==> src/hdl/dasd_pkg.sv <==
// dasd_pkg: shared types, constants and the month length table for the
// date adder. Used by dasd_ctrl, dasd_dp and date_add_signed_days.
package dasd_pkg;

    // fixed calendar constants
    localparam int MONTHS    = 12;
    localparam int YEAR_DAYS = 365;
    // narrow day register used by the month walk, holds -364..365
    localparam int WLK_W     = 10;
    // remainder width of the divide-by-365 unit
    localparam int REM_W     = 9;

    // floor of 2**32 / 365; for dividends below 2**32 the product estimate
    // is the quotient or one below it
    localparam int                 RECIP_SH  = 32;
    localparam int                 RECIP_W   = 24;
    localparam logic [RECIP_W-1:0] RECIP_365 = 24'd11767033;
    localparam int                 PROD_W    = RECIP_SH + RECIP_W;

    localparam logic [3:0] MONTH_JAN = 4'd1;
    localparam logic [3:0] MONTH_DEC = 4'd12;

    // controller to datapath commands
    typedef struct packed {
        logic load;       // capture an input item
        logic div_step;   // quotient estimate by reciprocal multiply
        logic div_fix;    // remainder and one-step quotient correction
        logic apply;      // fold quotient and remainder into year and day
        logic walk_step;  // move one month forward or back
        logic emit;       // load the output register
    } dasd_cmd_t;

    // datapath to controller status
    typedef struct packed {
        logic need_div;   // day sum spans a whole year or more
        logic walk_done;  // day lies inside the current month
    } dasd_sts_t;

    // days in a month, february fixed at 28
    function automatic logic [4:0] month_len(input logic [3:0] m);
        logic [4:0] len;
        case (m)
            4'd2:    len = 5'd28;
            4'd4:    len = 5'd30;
            4'd6:    len = 5'd30;
            4'd9:    len = 5'd30;
            4'd11:   len = 5'd30;
            default: len = 5'd31;
        endcase
        return len;
    endfunction

endpackage

==> src/hdl/dasd_ctrl.sv <==
// dasd_ctrl: sequencing state machine of the date adder.
// Depends on dasd_pkg for the command and status structs.
module dasd_ctrl import dasd_pkg::*; (
    input  logic      aclk,
    input  logic      aresetn,
    input  logic      s_tvalid,
    output logic      s_tready,
    output logic      m_tvalid,
    input  logic      m_tready,
    input  dasd_sts_t sts,
    output dasd_cmd_t cmd
);

    typedef enum logic [2:0] {
        ST_IDLE,
        ST_SETUP,
        ST_DIV,
        ST_FIX,
        ST_APPLY,
        ST_WALK
    } state_t;

    state_t        state_reg, state_next;
    logic          m_valid_reg, m_valid_next;
    logic          out_free;

    assign out_free = !m_valid_reg || m_tready;
    assign s_tready = (state_reg == ST_IDLE);
    assign m_tvalid = m_valid_reg;

    // next state and commands
    always_comb begin
        state_next    = state_reg;
        m_valid_next  = m_valid_reg && !m_tready;
        cmd           = '0;
        case (state_reg)
            ST_IDLE: begin
                if (s_tvalid) begin
                    cmd.load   = 1'b1;
                    state_next = ST_SETUP;
                end
            end
            ST_SETUP: begin
                if (sts.need_div) begin
                    state_next = ST_DIV;
                end else begin
                    state_next = ST_WALK;
                end
            end
            ST_DIV: begin
                cmd.div_step = 1'b1;
                state_next   = ST_FIX;
            end
            ST_FIX: begin
                cmd.div_fix = 1'b1;
                state_next  = ST_APPLY;
            end
            ST_APPLY: begin
                cmd.apply  = 1'b1;
                state_next = ST_WALK;
            end
            ST_WALK: begin
                if (!sts.walk_done) begin
                    cmd.walk_step = 1'b1;
                end else if (out_free) begin
                    cmd.emit     = 1'b1;
                    m_valid_next = 1'b1;
                    state_next   = ST_IDLE;
                end
            end
            default: begin
                state_next = ST_IDLE;
            end
        endcase
    end

    // state and registered outputs
    always_ff @(posedge aclk) begin
        if (!aresetn) begin
            state_reg   <= ST_IDLE;
            m_valid_reg <= 1'b0;
        end else begin
            state_reg   <= state_next;
            m_valid_reg <= m_valid_next;
        end
    end

`ifndef SYNTHESIS
    // a result never overwrites one that is still waiting
    a_emit_free: assert property (@(posedge aclk) disable iff (!aresetn)
        cmd.emit |-> (!m_valid_reg || m_tready))
        else $error("dasd_ctrl: output overwritten");

    // a result is only produced once the day is inside its month
    a_emit_done: assert property (@(posedge aclk) disable iff (!aresetn)
        cmd.emit |-> sts.walk_done)
        else $error("dasd_ctrl: emit before walk finished");

    // the quotient estimate is always followed by its correction
    a_div_end: assert property (@(posedge aclk) disable iff (!aresetn)
        (state_reg == ST_DIV) |=> (state_reg == ST_FIX))
        else $error("dasd_ctrl: divider did not finish");

    // no new item while one is in progress
    a_one_item: assert property (@(posedge aclk) disable iff (!aresetn)
        (s_tvalid && s_tready) |=> !s_tready)
        else $error("dasd_ctrl: item accepted during work");
`endif

endmodule

==> src/hdl/dasd_dp.sv <==
// dasd_dp: datapath of the date adder: input capture, reciprocal divide by
// 365 for whole years, month walk and output register. Depends on dasd_pkg.
module dasd_dp import dasd_pkg::*; #(
    parameter int OFFSET_BITS = 17,
    parameter int YEAR_BITS   = 16
) (
    input  logic                   aclk,
    input  dasd_cmd_t              cmd,
    output dasd_sts_t              sts,
    input  logic [3:0]             in_month,
    input  logic [4:0]             in_day,
    input  logic [YEAR_BITS-1:0]   in_year,
    input  logic [OFFSET_BITS-1:0] day_offset,
    output logic [3:0]             out_month,
    output logic [4:0]             out_day,
    output logic [YEAR_BITS-1:0]   out_year,
    output logic                   out_of_range
);

    localparam int MW = OFFSET_BITS;
    localparam int DW = OFFSET_BITS + 2;
    localparam int RW = OFFSET_BITS + 2;
    localparam int YX = ((YEAR_BITS > OFFSET_BITS) ? YEAR_BITS : OFFSET_BITS) + 2;

    logic [3:0]       month_reg, month_next;
    logic [YX-1:0]    year_reg, year_next;
    logic [WLK_W-1:0] wlk_reg, wlk_next;
    logic [MW-1:0]    mag_reg, mag_next;
    logic [MW-1:0]    quo_reg, quo_next;
    logic [REM_W-1:0] rem_reg, rem_next;
    logic             neg_reg, neg_next;
    logic             div_reg, div_next;
    logic [3:0]       out_month_reg;
    logic [4:0]       out_day_reg;
    logic [YEAR_BITS-1:0] out_year_reg;
    logic             out_oor_reg;

    logic [DW-1:0]    sum_w;
    logic             pos_big, neg_big;
    logic [DW-1:0]    mag_w;
    logic [3:0]       ld_month;
    logic [YX-1:0]    ld_year;
    logic [PROD_W-1:0] prod_w;
    logic [RW-1:0]    q365_w;
    logic [RW-1:0]    rem_full;
    logic             fix;
    logic [4:0]       len_cur, len_prev;
    logic [3:0]       prev_month, nxt_month;
    logic             d_le0, d_gt;
    logic [YX-YEAR_BITS:0] year_hi;

    // starting day plus offset, and whether whole years must be stripped
    assign sum_w   = {{(DW-5){1'b0}}, in_day}
                   + {{(DW-OFFSET_BITS){day_offset[OFFSET_BITS-1]}}, day_offset};
    assign pos_big = !sum_w[DW-1] && (sum_w > DW'(YEAR_DAYS));
    assign neg_big = sum_w[DW-1] && (sum_w <= DW'(-YEAR_DAYS));
    assign mag_w   = pos_big ? (sum_w - DW'(1)) : (DW'(0) - sum_w);

    // month zero and months past december fold into the year
    always_comb begin
        ld_year  = {{(YX-YEAR_BITS){in_year[YEAR_BITS-1]}}, in_year};
        ld_month = in_month;
        if (in_month == 4'd0) begin
            ld_month = MONTH_DEC;
            ld_year  = ld_year - YX'(1);
        end else if (in_month > MONTH_DEC) begin
            ld_month = in_month - MONTH_DEC;
            ld_year  = ld_year + YX'(1);
        end
    end

    // divide by 365: reciprocal estimate, then remainder and one correction
    assign prod_w   = {{(PROD_W-MW){1'b0}}, mag_reg}
                    * {{(PROD_W-RECIP_W){1'b0}}, RECIP_365};
    assign q365_w   = {2'b00, quo_reg} * RW'(YEAR_DAYS);
    assign rem_full = {2'b00, mag_reg} - q365_w;
    assign fix      = (rem_full >= RW'(YEAR_DAYS));

    // month walk terms
    assign len_cur    = month_len(month_reg);
    assign prev_month = (month_reg == MONTH_JAN) ? MONTH_DEC : (month_reg - 4'd1);
    assign nxt_month  = (month_reg == MONTH_DEC) ? MONTH_JAN : (month_reg + 4'd1);
    assign len_prev   = month_len(prev_month);
    assign d_le0      = wlk_reg[WLK_W-1] || (wlk_reg == '0);
    assign d_gt       = !wlk_reg[WLK_W-1] && (wlk_reg > {{(WLK_W-5){1'b0}}, len_cur});

    assign sts.need_div  = div_reg;
    assign sts.walk_done = !d_le0 && !d_gt;

    // next values of the working registers
    always_comb begin
        month_next = month_reg;
        year_next  = year_reg;
        wlk_next   = wlk_reg;
        mag_next   = mag_reg;
        quo_next   = quo_reg;
        rem_next   = rem_reg;
        neg_next   = neg_reg;
        div_next   = div_reg;
        if (cmd.load) begin
            month_next = ld_month;
            year_next  = ld_year;
            wlk_next   = sum_w[WLK_W-1:0];
            mag_next   = mag_w[MW-1:0];
            quo_next   = '0;
            rem_next   = '0;
            neg_next   = neg_big;
            div_next   = pos_big || neg_big;
        end else if (cmd.div_step) begin
            quo_next = MW'(prod_w[PROD_W-1:RECIP_SH]);
        end else if (cmd.div_fix) begin
            rem_next = fix ? REM_W'(rem_full - RW'(YEAR_DAYS)) : REM_W'(rem_full);
            quo_next = quo_reg + {{(MW-1){1'b0}}, fix};
        end else if (cmd.apply) begin
            if (neg_reg) begin
                year_next = year_reg - {{(YX-MW){1'b0}}, quo_reg};
                wlk_next  = WLK_W'(0) - {1'b0, rem_reg};
            end else begin
                year_next = year_reg + {{(YX-MW){1'b0}}, quo_reg};
                wlk_next  = {1'b0, rem_reg} + WLK_W'(1);
            end
        end else if (cmd.walk_step) begin
            if (d_le0) begin
                month_next = prev_month;
                wlk_next   = wlk_reg + {{(WLK_W-5){1'b0}}, len_prev};
                if (month_reg == MONTH_JAN) begin
                    year_next = year_reg - YX'(1);
                end
            end else if (d_gt) begin
                month_next = nxt_month;
                wlk_next   = wlk_reg - {{(WLK_W-5){1'b0}}, len_cur};
                if (month_reg == MONTH_DEC) begin
                    year_next = year_reg + YX'(1);
                end
            end
        end
    end

    // exact year fits when all bits above the sign agree
    assign year_hi = year_reg[YX-1:YEAR_BITS-1];

    // working and output registers
    always_ff @(posedge aclk) begin
        month_reg <= month_next;
        year_reg  <= year_next;
        wlk_reg   <= wlk_next;
        mag_reg   <= mag_next;
        quo_reg   <= quo_next;
        rem_reg   <= rem_next;
        neg_reg   <= neg_next;
        div_reg   <= div_next;
        if (cmd.emit) begin
            out_month_reg <= month_reg;
            out_day_reg   <= wlk_reg[4:0];
            out_year_reg  <= year_reg[YEAR_BITS-1:0];
            out_oor_reg   <= !((&year_hi) || !(|year_hi));
        end
    end

    assign out_month    = out_month_reg;
    assign out_day      = out_day_reg;
    assign out_year     = out_year_reg;
    assign out_of_range = out_oor_reg;

endmodule

==> src/hdl/date_add_signed_days.sv <==
// date_add_signed_days: top level of the signed day adder for a fixed
// 365-day calendar. Instantiates dasd_ctrl and dasd_dp; uses dasd_pkg.
//
//   channel | direction | tdata (low bit first)                        | tuser
//   s_      | in        | in_month, in_day, in_year, day_offset        | -
//   m_      | out       | out_month, out_day, out_year                 | out_of_range
//
// One item at a time: after the accept and a setup state, whole years are
// stripped in three steps (reciprocal multiply, remainder with correction,
// apply) when the day sum spans a year or more; then the month walk moves
// one month per cycle until the day lies inside its month, and the result
// is loaded into the output register, which raises m_tvalid.
// Reset is synchronous and active low; it clears the controller only.
// s_tready is high while idle; a finished result waits in the output
// register and the next item is taken while it waits; if it still waits
// when the next walk ends, the controller holds and s_tready stays low.
module date_add_signed_days import dasd_pkg::*; #(
    parameter int OFFSET_BITS = 17,
    parameter int YEAR_BITS   = 16
) (
    input  logic                aclk,
    input  logic                aresetn,
    input  logic                s_tvalid,
    output logic                s_tready,
    // in_month[3:0], in_day[4:0], in_year, day_offset, zero pad
    input  logic [((9 + YEAR_BITS + OFFSET_BITS + 7) / 8) * 8 - 1:0] s_tdata,
    output logic                m_tvalid,
    input  logic                m_tready,
    // out_month[3:0], out_day[4:0], out_year, zero pad
    output logic [((9 + YEAR_BITS + 7) / 8) * 8 - 1:0]               m_tdata,
    // out_of_range
    output logic                m_tuser
);

    localparam int M_BITS = 9 + YEAR_BITS;
    localparam int M_W    = ((M_BITS + 7) / 8) * 8;

    dasd_cmd_t            cmd;
    dasd_sts_t            sts;
    logic [3:0]           out_month;
    logic [4:0]           out_day;
    logic [YEAR_BITS-1:0] out_year;

    dasd_ctrl u_ctrl (
        .aclk     (aclk),
        .aresetn  (aresetn),
        .s_tvalid (s_tvalid),
        .s_tready (s_tready),
        .m_tvalid (m_tvalid),
        .m_tready (m_tready),
        .sts      (sts),
        .cmd      (cmd)
    );

    dasd_dp #(
        .OFFSET_BITS (OFFSET_BITS),
        .YEAR_BITS   (YEAR_BITS)
    ) u_dp (
        .aclk         (aclk),
        .cmd          (cmd),
        .sts          (sts),
        .in_month     (s_tdata[3:0]),
        .in_day       (s_tdata[8:4]),
        .in_year      (s_tdata[9 +: YEAR_BITS]),
        .day_offset   (s_tdata[9 + YEAR_BITS +: OFFSET_BITS]),
        .out_month    (out_month),
        .out_day      (out_day),
        .out_year     (out_year),
        .out_of_range (m_tuser)
    );

    // pack result item
    assign m_tdata = M_W'({out_year, out_day, out_month});

endmodule
==> config.mk <==
export PLATFORM = sky130hd
export DESIGN_NAME = date_add_signed_days
export DESIGN_NICKNAME = d
export VERILOG_FILES = /design/src/hdl/dasd_pkg.sv /design/src/hdl/dasd_ctrl.sv /design/src/hdl/dasd_dp.sv /design/src/hdl/date_add_signed_days.sv
export SDC_FILE = /design/constraint.sdc
export NUM_CORES = 1
export LEC_CHECK = 0
export CAP_MARGIN = 40
export CORE_MARGIN = 3
export CORE_UTILIZATION = 60
export CTS_CLUSTER_DIAMETER = 60
export CTS_CLUSTER_SIZE = 25
export DETAILED_ROUTE_END_ITERATION = 7
export DONT_BUFFER_PORTS = 1
export PLACE_DENSITY = 0.76
export SLEW_MARGIN = 0
export SYNTH_ARGS = -nofsm -noshare
export SYNTH_HDL_FRONTEND = slang
export SYNTH_HIERARCHICAL = 1
export SYNTH_SLANG_ARGS = --single-unit
==> constraint.sdc <==
create_clock -name aclk -period 8.8 [get_ports aclk]
set_input_delay 0.88 -clock aclk [delete_from_list [all_inputs] [get_ports aclk]]
set_output_delay 0.88 -clock aclk [all_outputs]
set_load 0.1 [all_outputs]
==> impl_results.md <==
- Diodes inserted: 0
- Maxcap violations: 0
- Vias per cell: 6.02
- Crit path max fanout: 8
- Most used cell along the critical path: fa_1
- RSZ-0062 raised after global routing: false
- Slew headroom: 0.336
- CTS max path bufs: 2
- CTS Buf Count: 9
- Hold_ws: 0.451 ns
- Post-cts sizing count: 0
- H-tree Lvls: 3
- Hold path depth: 0
- Worst setup path class: flip-flop to flip-flop
- Worst Hold Endpoint: u_dp/out_year[0]
- CP required: 8.99 ns
- Core area: 28900 sq um
- Die Ht: 178 um
- Area growth from synthesis to layout: 6.27%
- Port Buffers: 0
- Root buf cell: clkbuf_16
- Crit path DAT: 7.36 ns
- EDFF count, synth: 78
- R2r worst-path depth: 19
- Largest stage delay, worst path: 0.88 ns
- Buf/Inv on CP: 3
- Finished Cell Area: 18900 sq um
- Top delay family on crit path: adder cells
- Clock Sinks: 108
- CTS tree: done
- Grt peak-use layer: met2
- Final #Nets: 2404
- First-pass GRT wire length: 70600 um
- Top FF cell, synth: edfxtp_1
- Vias in the first global route: 13900
- M3 GR Usage: 0.0392
- CP max-delay cell: a2111oi_0
- Via count: 13800
- WL/cell: 19.0 um
- Syn_area_per_cell: 9.34 sq um
- Post-CTS Hold Fix Bufs: 0
- DIE AREA: 31700 sq um
- Seq cells post-synth: 108
- Warnings from Yosys: 6
- Clock slew at reported path FFs: 0.07 ns
- Flip-flop count of the largest register after layout: 19
- Hold Vio Cnt, Final: 0
- Worst slew pin tran: 0.972 ns
- Grt met2 use: 0.465
- Die Width: 178 um
- Worst reg2reg setup slack: 1.63 ns
- Routed wire length: 43400 um
- # setup viols final: 0
- I/O pins: 87
- Largest net degree at the start of global routing: 58
- Final ANT Viol Nets: 0
- Register area share after synthesis: 0.165
- Met1 GRT Util: 0.377
- Violation count after the first detailed-routing iteration: 967
- Fmax: 140 MHz
- Worst Setup Start Kind: flip-flop
- Remaining Overflow, GRT: 0
- Final Wtd Congestion: 0.928
- Ratio of final minimum period to clock period: 0.815
- Capturing point of the worst reg2reg path: u_dp/quo_reg[3]
- DRC Markers: 0
- Hold Startpoint: u_dp/year_reg[0]
- Total GRT Usage: 0.279
- Post-Syn Instances: 1904
- Initial Util: 0.615
- Worst skew pair latency: 0.35 ns
- CP Capture Type: flip-flop
- Layout cells sized above 1: 0.0384
- Fin Setup TNS: 0 ns
- 1st-pass router iterations: 5
- Async S/R FF share, synth: 0
- Cell Chain, Critical Path: fa_1, inv_1, fa_1, inv_1, fa_1, inv_1, fa_1, fa_1, fa_1, ha_1, a21o_1, a21o_1, a21oi_1, o211ai_1, nand2_1, o21ai_0, a31o_2, a2111oi_0, a2111oi_0
- Initial antenna violation count: 0
- Status: complete, no violations
- Worst r2r src: u_dp/mag_reg[15]
- Slew Limit Fails: 0
- Post-layout min period: 7.17 ns
- Worst hold-check path type: flip-flop to flip-flop
- # rows: 62
- Yosys cell types: 85
- Syn Std Cell Area: 17800 sq um
- Cell Area, Placed: 18500 sq um
- Clk_skew: 0.00647 ns
- Post-CTS setup buffer count: 0
- Dpl hpwl: 35300 um
-- per-layer routing --
layer,up-vias,share of wire
li1,6516,-
met1,6681,0.43
met2,487,0.47
met3,77,0.066
met4,0,0.030
met5,-,0
-- kinds of logic after synthesis --
| kind of cell | Yosys count | share of synthesized area |
|---|---|---|
| buffers and inverters | 341 | 0.0749 |
| AND/OR/NAND/NOR | 455 | 0.128 |
| flip-flops | 108 | 0.165 |
| XOR/XNOR | 154 | 0.0767 |
| adder cells (fa/ha/maj) | 457 | 0.404 |
| other | 1 | 0.000211 |
| multiplexers | 17 | 0.00957 |
| AO/OA/AOI/OAI | 371 | 0.141 |
-- worst reg2reg max path: stages (launching register included) --
cell       delay [ns]
edfxtp_1         0.71
fa_1             0.78
inv_1            0.09
fa_1             0.48
inv_1            0.06
fa_1             0.54
inv_1            0.06
fa_1             0.51
fa_1             0.54
fa_1             0.52
ha_1             0.37
a21o_1           0.20
a21o_1           0.18
a21oi_1          0.16
o211ai_1         0.16
nand2_1          0.10
o21ai_0          0.17
a31o_2           0.35
a2111oi_0        0.88
a2111oi_0        0.14
-- through the flow --
step / util / worst slack (ns) / instances
2_1_floorplan: - / 2.65 / 1910
3_3_place_gp: 0.626 / 1.80 / 2244
3_5_place_dp: 0.640 / 1.73 / 2264
4_1_cts: 0.650 / 1.71 / 2280
5_1_grt: 0.653 / 1.26 / 2284
6_report: 0.653 / 1.63 / 2284
-- cell usage in the layout, fill, tap and decap left out, drive strengths merged, types with 11 or more instances in the layout --
cell	instances
nand2	111
xor2	48
and3	16
inv	282
xnor2	105
nor3b	17
nand2b	17
or3	11
nand4	15
and2	19
nor2	119
nand3	34
fa	195
dfxtp	30
nor3	35
o21ai	64
clkbuf	17
o21a	14
mux2i	17
a21oi	88
nor4	16
buf	30
edfxtp	78
o211ai	11
a21o	42
a31oi	16
ha	262
a211oi	22
-- layout make-up --
type	instances	area [sq um]
Sequential cell	108	2940
Clock buffer	13	262
Inverter	281	1050
Multi-Input combinational cell	1461	13500
Timing Repair Buffer	34	572
Clock inverter	3	43.8
Tap cell	384	480
Fill cell	2310	10000
-- worst max-delay path by stage --
stage / startpoint / to / slack (ns) / depth (start not counted)
floorplan: u_dp/quo_reg[7] / u_dp/quo_reg[6] / 2.65 / 25
global route: u_dp/quo_reg[5] / u_dp/quo_reg[6] / 1.26 / 25
global placement: u_dp/quo_reg[7] / u_dp/quo_reg[6] / 1.80 / 24
detailed placement: u_dp/quo_reg[7] / u_dp/quo_reg[6] / 1.73 / 25
finish: u_dp/mag_reg[15] / u_dp/quo_reg[3] / 1.63 / 19
CTS: u_dp/quo_reg[7] / u_dp/quo_reg[6] / 1.71 / 25
-- synth_stat cells, drive strengths merged (5+ instances only) --
cell,count,share of area
nor2,119,0.025
o21a,14,0.0059
a2111oi,8,0.0040
or2,8,0.0028
nor3,35,0.010
nand3,34,0.0096
buf,18,0.0067
o22ai,9,0.0032
nand2b,17,0.0060
nand2,111,0.023
a32oi,8,0.0039
a21o,42,0.018
o31ai,9,0.0046
o2111ai,7,0.0034
dfxtp,30,0.034
a31oi,16,0.0056
and3,16,0.0056
a21boi,6,0.0025
fa,195,0.22
edfxtp,78,0.13
or3,11,0.0039
o211ai,11,0.0046
o31a,6,0.0030
clkbuf,42,0.0089
or4,6,0.0025
inv,281,0.059
nor4,16,0.0056
xnor2,105,0.052
o21bai,9,0.0038
ha,262,0.18
xor2,48,0.024
and2,19,0.0067
nand4,15,0.0053
nor3b,17,0.0075
mux2i,17,0.0096
a211oi,22,0.0096
o21ai,64,0.018
a311oi,5,0.0025
and3b,5,0.0025
a21oi,88,0.025
nor2b,8,0.0028
Power is not shown: default switching activity piles up to over one toggle a cycle in this logic, so the estimate is an artifact.
